$ cat src/rtl/core/vdle_pkg.sv
// ----------------------------------------------------------------------------
// Vector display list encoder package
// Shared command codes, word constants and item types for the encoder.
// ----------------------------------------------------------------------------
package vdle_pkg;

    // Command codes carried on the request type field.
    typedef enum logic [3:0] {
        REQ_VCTR_KEEP_Z  = 4'd0,
        REQ_VCTR_DARK    = 4'd1,
        REQ_VCTR_NEW_Z   = 4'd2,
        REQ_JMPL         = 4'd3,
        REQ_JSRL         = 4'd4,
        REQ_COLOR        = 4'd5,
        REQ_COLOR_FROM_Z = 4'd6,
        REQ_STAT         = 4'd7,
        REQ_SCALE        = 4'd8,
        REQ_CENTER       = 4'd9,
        REQ_HALT         = 4'd10,
        REQ_RTSL         = 4'd11,
        REQ_NEGATE       = 4'd12,
        REQ_SET_POINTER  = 4'd13
    } req_code_t;

    // Opcode bits of the emitted display list words.
    localparam logic [3:0]  JMPL_OPCODE   = 4'hE;
    localparam logic [3:0]  JSRL_OPCODE   = 4'hA;
    localparam logic [7:0]  COLOR_OPCODE  = 8'h64;
    localparam logic [7:0]  STAT_OPCODE   = 8'h60;
    localparam logic [3:0]  SCALE_OPCODE  = 4'h7;
    localparam logic [15:0] CENTER_WORD   = 16'h8040;
    localparam logic [15:0] HALT_WORD     = 16'h2020;
    localparam logic [15:0] RTSL_WORD     = 16'hC0C0;

    // Word counts an item can produce.
    localparam logic [1:0] NUM_WORDS_NONE = 2'd0;
    localparam logic [1:0] NUM_WORDS_ONE  = 2'd1;
    localparam logic [1:0] NUM_WORDS_TWO  = 2'd2;

    // One registered input item.
    typedef struct packed {
        logic [3:0]        req_type;
        logic signed [7:0] delta_x;
        logic signed [7:0] delta_y;
        logic [7:0]        operand_byte;
        logic [3:0]        scale_shift;
        logic [15:0]       target_addr;
        logic [15:0]       src_first_word;
        logic [15:0]       src_second_word;
    } req_t;

    // Encoded words of one item plus the updated list state.
    typedef struct packed {
        logic [1:0]  num_words;
        logic [15:0] addr0;
        logic [15:0] value0;
        logic [15:0] addr1;
        logic [15:0] value1;
        logic [15:0] pointer_next;
        logic [7:0]  z_next;
    } enc_t;

endpackage

$ cat src/rtl/core/vdle_encoder.sv
// ----------------------------------------------------------------------------
// Vector display list encoder: command decode
// Turns one registered command into up to two list words and the next state.
// ----------------------------------------------------------------------------
module vdle_encoder (
    input  vdle_pkg::req_t   req_i,
    input  logic             flip_i,
    input  logic [15:0]      pointer_i,
    input  logic [7:0]       z_i,
    output vdle_pkg::enc_t   enc_o
);
    import vdle_pkg::*;

    // Optionally negate an 8-bit delta, sign-extend, shift left 2, keep 13 bits.
    function automatic logic [12:0] delta13(input logic [7:0] raw, input logic flip);
        logic [7:0] v;
        v = flip ? (8'd0 - raw) : raw;
        return {{3{v[7]}}, v, 2'b00};
    endfunction

    req_code_t   code;
    logic [7:0]  z_new;
    logic [12:0] dx13;
    logic [12:0] dy13;
    logic [11:0] jump_operand;

    assign code         = req_code_t'(req_i.req_type);
    assign dx13         = delta13(8'(req_i.delta_x), flip_i);
    assign dy13         = delta13(8'(req_i.delta_y), flip_i);
    assign jump_operand = req_i.target_addr[12:1];

    always_comb begin
        z_new = z_i;
        case (code)
            REQ_VCTR_DARK:  z_new = 8'd0;
            REQ_VCTR_NEW_Z: z_new = req_i.operand_byte;
            default:        z_new = z_i;
        endcase
    end

    always_comb begin
        enc_o.num_words = NUM_WORDS_ONE;
        enc_o.value0    = 16'd0;
        enc_o.value1    = 16'd0;
        enc_o.z_next    = z_new;
        case (code)
            REQ_VCTR_KEEP_Z, REQ_VCTR_DARK, REQ_VCTR_NEW_Z: begin
                enc_o.num_words = NUM_WORDS_TWO;
                enc_o.value0    = {3'b000, dy13};
                enc_o.value1    = {z_new[7:5], dx13};
            end
            REQ_JMPL:         enc_o.value0 = {JMPL_OPCODE, jump_operand};
            REQ_JSRL:         enc_o.value0 = {JSRL_OPCODE, jump_operand};
            REQ_COLOR:        enc_o.value0 = {COLOR_OPCODE, req_i.operand_byte};
            REQ_COLOR_FROM_Z: enc_o.value0 = {COLOR_OPCODE, z_i};
            REQ_STAT:         enc_o.value0 = {STAT_OPCODE, req_i.operand_byte};
            REQ_SCALE: begin
                enc_o.value0 = {SCALE_OPCODE, req_i.scale_shift, req_i.operand_byte};
            end
            REQ_CENTER:       enc_o.value0 = CENTER_WORD;
            REQ_HALT:         enc_o.value0 = HALT_WORD;
            REQ_RTSL:         enc_o.value0 = RTSL_WORD;
            REQ_NEGATE: begin
                enc_o.num_words = NUM_WORDS_TWO;
                enc_o.value0    = {3'b000, 13'(16'd0 - req_i.src_first_word)};
                enc_o.value1    = {3'b000, 13'(16'd0 - req_i.src_second_word)};
            end
            default: enc_o.num_words = NUM_WORDS_NONE;
        endcase

        // Each word takes two bytes of list space; set pointer loads it outright.
        enc_o.addr0 = pointer_i;
        enc_o.addr1 = pointer_i + 16'd2;
        if (code == REQ_SET_POINTER) begin
            enc_o.pointer_next = req_i.target_addr;
        end else begin
            enc_o.pointer_next = pointer_i + {13'd0, enc_o.num_words, 1'b0};
        end
    end

endmodule

$ cat src/rtl/core/vector_display_list_encoder_unit.sv
// ----------------------------------------------------------------------------
// Vector display list encoder
// Encodes display commands into vector-generator words with byte addresses.
// ----------------------------------------------------------------------------
// The first word of an item passes through the input register and then the
// output register, where it waits while the port is still busy; a second word
// follows as soon as the first is taken. Throughput: one single-word command
// per cycle while m_ready holds; vector and negate commands give two words.
// Reset: synchronous, active low; clears flip, list pointer, z and all valids.
// ----------------------------------------------------------------------------
module vector_display_list_encoder_unit (
    input  logic              aclk,
    input  logic              aresetn,
    // Configuration write channel.
    input  logic              cfg_valid,
    output logic              cfg_ready,
    input  logic              cfg_flip_screen,
    // Command input channel.
    input  logic              s_valid,
    output logic              s_ready,
    input  logic [3:0]        s_req_type,
    input  logic signed [7:0] s_delta_x,
    input  logic signed [7:0] s_delta_y,
    input  logic [7:0]        s_operand_byte,
    input  logic [3:0]        s_scale_shift,
    input  logic [15:0]       s_target_addr,
    input  logic [15:0]       s_src_first_word,
    input  logic [15:0]       s_src_second_word,
    // Word output channel.
    output logic              m_valid,
    input  logic              m_ready,
    output logic [15:0]       m_word_addr,
    output logic [15:0]       m_word_value,
    output logic              m_last_word
);
    import vdle_pkg::*;

    // Configuration and list state.
    logic        flip_reg;
    logic [15:0] pointer_reg;
    logic [7:0]  z_reg;

    // Input register: one command waiting to be encoded.
    logic        in_valid_reg;
    req_t        in_item_reg;

    // Output register holds the word on the port; the hold register keeps the
    // second word of a two-word command until the first one is taken.
    logic        out_valid_reg;
    logic [15:0] out_addr_reg;
    logic [15:0] out_value_reg;
    logic        out_last_reg;
    logic        hold_valid_reg;
    logic [15:0] hold_addr_reg;
    logic [15:0] hold_value_reg;

    enc_t        enc;
    logic        out_free;
    logic        advance;
    logic        load;
    logic        s_accept;
    logic        m_take;

    vdle_encoder u_encoder (
        .req_i     (in_item_reg),
        .flip_i    (flip_reg),
        .pointer_i (pointer_reg),
        .z_i       (z_reg),
        .enc_o     (enc)
    );

    // The output side can take a new command's words when it is empty, or when
    // its last pending word leaves in this cycle.
    assign out_free  = !out_valid_reg || (m_ready && !hold_valid_reg);
    // Commands that emit no words only update state and never wait on output.
    assign advance   = in_valid_reg && ((enc.num_words == NUM_WORDS_NONE) || out_free);
    assign load      = advance && (enc.num_words != NUM_WORDS_NONE);
    assign s_ready   = !in_valid_reg || advance;
    assign s_accept  = s_valid && s_ready;
    assign m_take    = out_valid_reg && m_ready;
    assign cfg_ready = 1'b1;

    assign m_valid      = out_valid_reg;
    assign m_word_addr  = out_addr_reg;
    assign m_word_value = out_value_reg;
    assign m_last_word  = out_last_reg;

    // Control state and list state.
    always_ff @(posedge aclk) begin
        if (!aresetn) begin
            flip_reg       <= 1'b0;
            pointer_reg    <= 16'd0;
            z_reg          <= 8'd0;
            in_valid_reg   <= 1'b0;
            out_valid_reg  <= 1'b0;
            hold_valid_reg <= 1'b0;
        end else begin
            if (cfg_valid && cfg_ready) begin
                flip_reg <= cfg_flip_screen;
            end
            if (advance) begin
                pointer_reg <= enc.pointer_next;
                z_reg       <= enc.z_next;
            end
            if (s_accept) begin
                in_valid_reg <= 1'b1;
            end else if (advance) begin
                in_valid_reg <= 1'b0;
            end
            if (load) begin
                out_valid_reg  <= 1'b1;
                hold_valid_reg <= (enc.num_words == NUM_WORDS_TWO);
            end else if (m_take) begin
                // Either the held second word moves up, or the port empties.
                out_valid_reg  <= hold_valid_reg;
                hold_valid_reg <= 1'b0;
            end
        end
    end

    // Payload registers.
    always_ff @(posedge aclk) begin
        if (s_accept) begin
            in_item_reg.req_type        <= s_req_type;
            in_item_reg.delta_x         <= s_delta_x;
            in_item_reg.delta_y         <= s_delta_y;
            in_item_reg.operand_byte    <= s_operand_byte;
            in_item_reg.scale_shift     <= s_scale_shift;
            in_item_reg.target_addr     <= s_target_addr;
            in_item_reg.src_first_word  <= s_src_first_word;
            in_item_reg.src_second_word <= s_src_second_word;
        end
        if (load) begin
            out_addr_reg   <= enc.addr0;
            out_value_reg  <= enc.value0;
            out_last_reg   <= (enc.num_words == NUM_WORDS_ONE);
            hold_addr_reg  <= enc.addr1;
            hold_value_reg <= enc.value1;
        end else if (m_take && hold_valid_reg) begin
            out_addr_reg  <= hold_addr_reg;
            out_value_reg <= hold_value_reg;
            out_last_reg  <= 1'b1;
        end
    end

    // A held second word always sits behind a first word that is not last.
    assert property (@(posedge aclk) disable iff (!aresetn)
        hold_valid_reg |-> (out_valid_reg && !out_last_reg))
        else $error("hold word present without a leading first word");

    // Loading a two-word command leaves its second word held.
    assert property (@(posedge aclk) disable iff (!aresetn)
        (load && (enc.num_words == NUM_WORDS_TWO)) |=> hold_valid_reg)
        else $error("second word of a two-word command was dropped");

    // When the first word leaves, the held word is shown next as the last word.
    assert property (@(posedge aclk) disable iff (!aresetn)
        (m_take && hold_valid_reg) |=>
            (out_valid_reg && out_last_reg && (out_addr_reg == $past(hold_addr_reg))))
        else $error("held word did not advance to the output");

endmodule
$ cat config.mk
export PLATFORM = sky130hd
export DESIGN_NAME = vector_display_list_encoder_unit
export DESIGN_NICKNAME = d
export VERILOG_FILES = /design/src/rtl/core/vdle_pkg.sv /design/src/rtl/core/vdle_encoder.sv /design/src/rtl/core/vector_display_list_encoder_unit.sv
export SDC_FILE = /design/constraint.sdc
export NUM_CORES = 1
export LEC_CHECK = 0
export BUFFER_PORTS_ARGS = -buffer_cell sky130_fd_sc_hd__buf_2
export CORE_MARGIN = 5
export CORE_UTILIZATION = 50
export DETAILED_ROUTE_END_ITERATION = 7
export PLACE_DENSITY_LB_ADDON = 0.3
export SYNTH_ARGS = -nofsm -noshare
export SYNTH_HDL_FRONTEND = slang
export SYNTH_SLANG_ARGS = --single-unit
$ cat constraint.sdc
create_clock -name aclk -period 5.3 [get_ports aclk]
set_clock_uncertainty 0.2 [all_clocks]
set_input_delay 0.53 -clock aclk [delete_from_list [all_inputs] [get_ports aclk]]
set_output_delay 0.53 -clock aclk [all_outputs]
set_load 0.02 [all_outputs]
### Word level (Yosys, flattened, before mapping)

Cells that the tools add are included.

* add/subtract/negate cells: 6
* eq/ne operators: 15
* multiplexer cells: 19
* reductions and logical operators: 23

Operators by type and width (count)
* $pmux 16 s11: 1
* $mux 16: 5
* $pmux 16 s2: 1
* $sub 1x13->13 const A: 2
* $eq 4x4->1 const B: 6
* $add 16x2->16 const B: 1
* $add 16x3->16: 1
* $eq 4x3->1 const B: 4
* $mux 8: 2
* $pmux 8 s2: 1
* $sub 1x8->8 const A: 2
* $reduce_bool 2->1: 5
* $reduce_or 9->1: 1
* $eq 4x2->1 const B: 2
* $mux 1: 8
* $logic_and 1x1->1: 6
* $eq 4x1->1 const B: 1
* $logic_not 4->1: 1
* $pmux 2 s2: 1
* $reduce_or 4->1: 1
* $logic_not 1->1: 3
* $logic_or 1x1->1: 3
* $reduce_or 3->1: 1
* $eq 2x1->1 const B: 1
* other kinds (3): 3

* flip-flop bits (word level): 167
* input port bits: 86
* output and inout bits: 36
* logic and storage cells: 83

### Logic depth before layout (Yosys ltp)

* word-level depth: 9
* gate-level depth with buffers: 11
* mapped depth without buffers: 9

### Modules after synthesis

A second synthesis with hierarchy kept.

* cells, all modules: 767
* area, all modules: 9086.2 µm²

By module, submodules not included
* vector_display_list_encoder_unit: times used 1, cells each 406, area an instance 6731.5 µm², sequential area each 4914.7 µm²
* vdle_encoder: times used 1, cells each 361, area an instance 2354.8 µm², sequential area each 0.0 µm²

### Worst setup path before layout

OpenSTA, ideal clock, no wires.

* path type: in2reg
* start point: input m_ready
* end point: register in_item_reg[0] (netlist bit), enable pin
* library setup time: 0.515 ns
* data arrival time: 4.087 ns
* required time: 4.585 ns
* setup slack: 0.498 ns
* stages: 4
* buffers on the path: 0
* cells stage by stage: nand2b_1 nand2_1 nor2_1 nor2b_1

* word-level cells in the longest chain between the ends: 6

RTL lines
* start, declared: RTL line vector_display_list_encoder_unit.sv:31 `input logic m_ready,`
* $logic_and 1x1->1: RTL line vector_display_list_encoder_unit.sv:74 `assign out_free = !out_valid_reg || (m_ready && !hold_valid_reg);`
* $logic_or 1x1->1: RTL line vector_display_list_encoder_unit.sv:74
* $logic_or 1x1->1: RTL line vector_display_list_encoder_unit.sv:76 `assign advance = in_valid_reg && ((enc.num_words == NUM_WORDS_NONE) || out_free);`
* $logic_and 1x1->1: RTL line vector_display_list_encoder_unit.sv:76
* $logic_or 1x1->1: RTL line vector_display_list_encoder_unit.sv:78 `assign s_ready = !in_valid_reg || advance;`
* $logic_and 1x1->1: RTL line vector_display_list_encoder_unit.sv:79 `assign s_accept = s_valid && s_ready;`
* named net s_accept: RTL line vector_display_list_encoder_unit.sv:61 `logic s_accept;`
* end, declared: RTL line vector_display_list_encoder_unit.sv:45 `req_t in_item_reg;`

The timed path passes the listed nets, and every way through them passes these cells.
A chain may end at the register's enable or synchronous reset.

### Final worst setup path

* start point: register in_item_reg[78] (netlist bit)
* end point: register pointer_reg[7]

* word-level cells in the longest chain between the ends: 6
* elaborated cells between the ends (all ways): 22
* those cells by class: add/sub (1); eq/ne (13); mux (2); reduce/logical (6)

RTL lines
* branches (longest 6 deep; another with $add 16x3->16)
* end signal, assigned: RTL line vector_display_list_encoder_unit.sv:102 `pointer_reg <= enc.pointer_next;`
* end, declared: RTL line vector_display_list_encoder_unit.sv:40 `logic [15:0] pointer_reg;`

Parallel ways; which one is timed is not known.

==> impl_results.md <==
- Gp weighted congestion: 0.880
- Area growth from synthesis to layout: 17.3%
- Post-route DRC: 0
- DR WL/cell: 18.8 µm
- Initial Util: 51.0%
- Net Count, Synth: 788
- Synth top cells by count: edfxtp_1, nand2_1, nor2_1
- Fin. max-slew vios: 0
- Post-CTS Hold Buffers: 0
- Nets: 885
- Crit. End Element: flip-flop
- CP max FO: 22
- Cts bufs inserted: 17
- Tot GR Track Use: 21.6%
- Status: finished, final reports clean
- H-Tree Depth: 4
- Worst slew pin tran: 1130 ps
- Sequential element share of the synthesized area: 60.8%
- Drt pass-1 iters: 6
- PD cells: 339 mW/mm²
- Fin crit period: 3370 ps
- CTS Root Cell: clkbuf_16
- Crit path kind: reg2reg
- Post-CTS Setup Inserts: 0
- Worst-skew pair later-pin latency: 430 ps
- Max-Cap Viols: 0
- Setup crit start kind: flip-flop
- Final hold viol count: 0
- RSZ-0062 raised after global routing: false
- Layout fillers: 1296
- Grt ovf: 0
- Synth top area cells: edfxtp_1, dfxtp_1, nand2_1
- Average size of a mapped cell: 11.2 µm²
- Max Fclk: 0.296 GHz
- Die Y: 135 µm
- DP Worst Slack: 1970 ps
- Synth top area share: 53.6%
- Iteration-0 DRC Markers: 608
- Die area: 0.0182 mm²
- Clock tree buffer depth: 2
- Ports: 122
- Main synth FF type: edfxtp_1
- Post-synth ARST share: 0%
- Share of cells above drive strength 1: 20.5%
- Clock transition at the registers of the reported paths: 70 ps
- Register Area: 0.00473 mm²
- CTS resizes: 0
- Vias in the first global route: 5756
- Initial antenna violation count: 0
- Synth Cell Area: 0.00778 mm²
- Worst Hold Class: in2reg
- Core outline area: 0.0153 mm²
- Finish-stage setup viols: 0
- Setup TNS Final: 0 ps
- Cells after Synth: 694
- CTS tree: built
- WL final: 19.1 mm
- Die W: 135 µm
- Row Count: 45
- Worst slew margin: 24.4%
- Hold Path Depth: 1
- DP HPWL: 14.1 mm
- Worst reg-to-reg path cell count: 9
- Worst vdd ir: 263 µV
- Final Util: 59.8%
- Via count: 5789
- Count leader, synth: edfxtp_1
- Pleak: 3.35 nW
- Worst Slack Setup Final: 1930 ps
- Yosys warns: 0
- Area leader, netlist: edfxtp_1
- Synth cell types: 69
- Worst path required time: 5390 ps
- Max reg flops: 74
- I/O Buffers: 114
- Largest net degree at the start of global routing: 72
- Multi-input gate area: 0.00280 mm²
- ANT cells: 0
- #FFs+latches synth: 167
- Antenna-violating nets left: 0
- Sinks on the clock net: 167
- Worst EP arrival: 3460 ps
- Final worst-path cycle share: 63.7%
- Via/cell ratio: 5.70
- First-pass GRT wire length: 30.2 mm
- Number of flops mapped to enable cells by yosys: 139
area by class of cell:
type | instances | share of cell area (%)
clock buffer | 17 | 4.66
clock inverter | 15 | 2.14
sequential | 167 | 51.9
timing repair buffer | 122 | 6.91
inverter | 19 | 0.782
tap | 211 | 2.89
multi-input combinational | 464 | 30.7
report_power, final:
| part | internal [mW] | switching [mW] | total [mW] |
|---|---|---|---|
| logic | 0.0953 | 0.163 | 0.258 |
| clock network | 0.751 | 0.527 | 1.28 |
| registers | 1.50 | 0.0573 | 1.56 |
| total | 2.35 | 0.748 | 3.09 |
cells by family (layout without fill, tap and decap cells):
group	after synthesis	after routing	synth area share, %
and+or+nand+nor	252	252	15.4
DFF	167	167	60.8
adders and majority gates	8	8	1.38
AOI/OAI and AO/OA	149	149	12.8
muxes	7	7	0.901
other	1	1	0.0482
xor gates and xnor gates	47	47	5.39
buffers and inverters	63	173	3.22
per-stage QoR:
stage	hold WS [ps]	cells	power, mW	instance area [µm²]
floorplan	230	694	1.73	7780
global placement	275	983	1.83	8500
detailed placement	288	983	1.84	8500
CTS	55.0	1015	3.12	9130
global route	50.5	1015	3.21	9130
finish	69.7	1015	3.09	9130
path summary, 6_finish.rpt:
| check | endpoint | startpoint | slack, ps |
|---|---|---|---|
| max | pointer_reg[7]$_SDFFE_PN0N_ | in_item_reg[78]$_DFFE_PP_ | 1930 |
| min | in_item_reg[68]$_DFFE_PP_ | s_delta_x[0] | 70 |
| max reg2reg | pointer_reg[7]$_SDFFE_PN0N_ | in_item_reg[78]$_DFFE_PP_ | 1930 |
| min reg2reg | hold_addr_reg[0]$_DFFE_PP_ | pointer_reg[0]$_SDFFE_PN0P_ | 290 |
worst max-delay path: stages (launching register included):
cell	delay, ps
edfxtp_1	690
or2_1	380
a21oi_1	390
a21oi_1	90
ha_1	260
fa_1	470
and3_1	280
a32o_1	260
a22oi_1	140
nor2_1	50
cells in the final DEF (no fill, tap or decap), types with 21 or more instances in the layout:
cell type	Yosys	layout
a21oi_1	25	25
edfxtp_1	139	139
nand2_1	107	107
nand3_1	30	30
nor2_1	50	50
o21ai_0	21	21
xor2_1	29	29
buf_2	7	114
dfxtp_1	28	28
metal layers:
layer	vias to the layer above	GRT usage, %	wire, µm
li1	2752	-	-
met1	2744	28.2	7970
met2	242	33.7	8890
met3	51	5.55	1390
met4	0	10.6	801
met5	-	0	0
No activity file was read; power rests on OpenSTA's default activity.
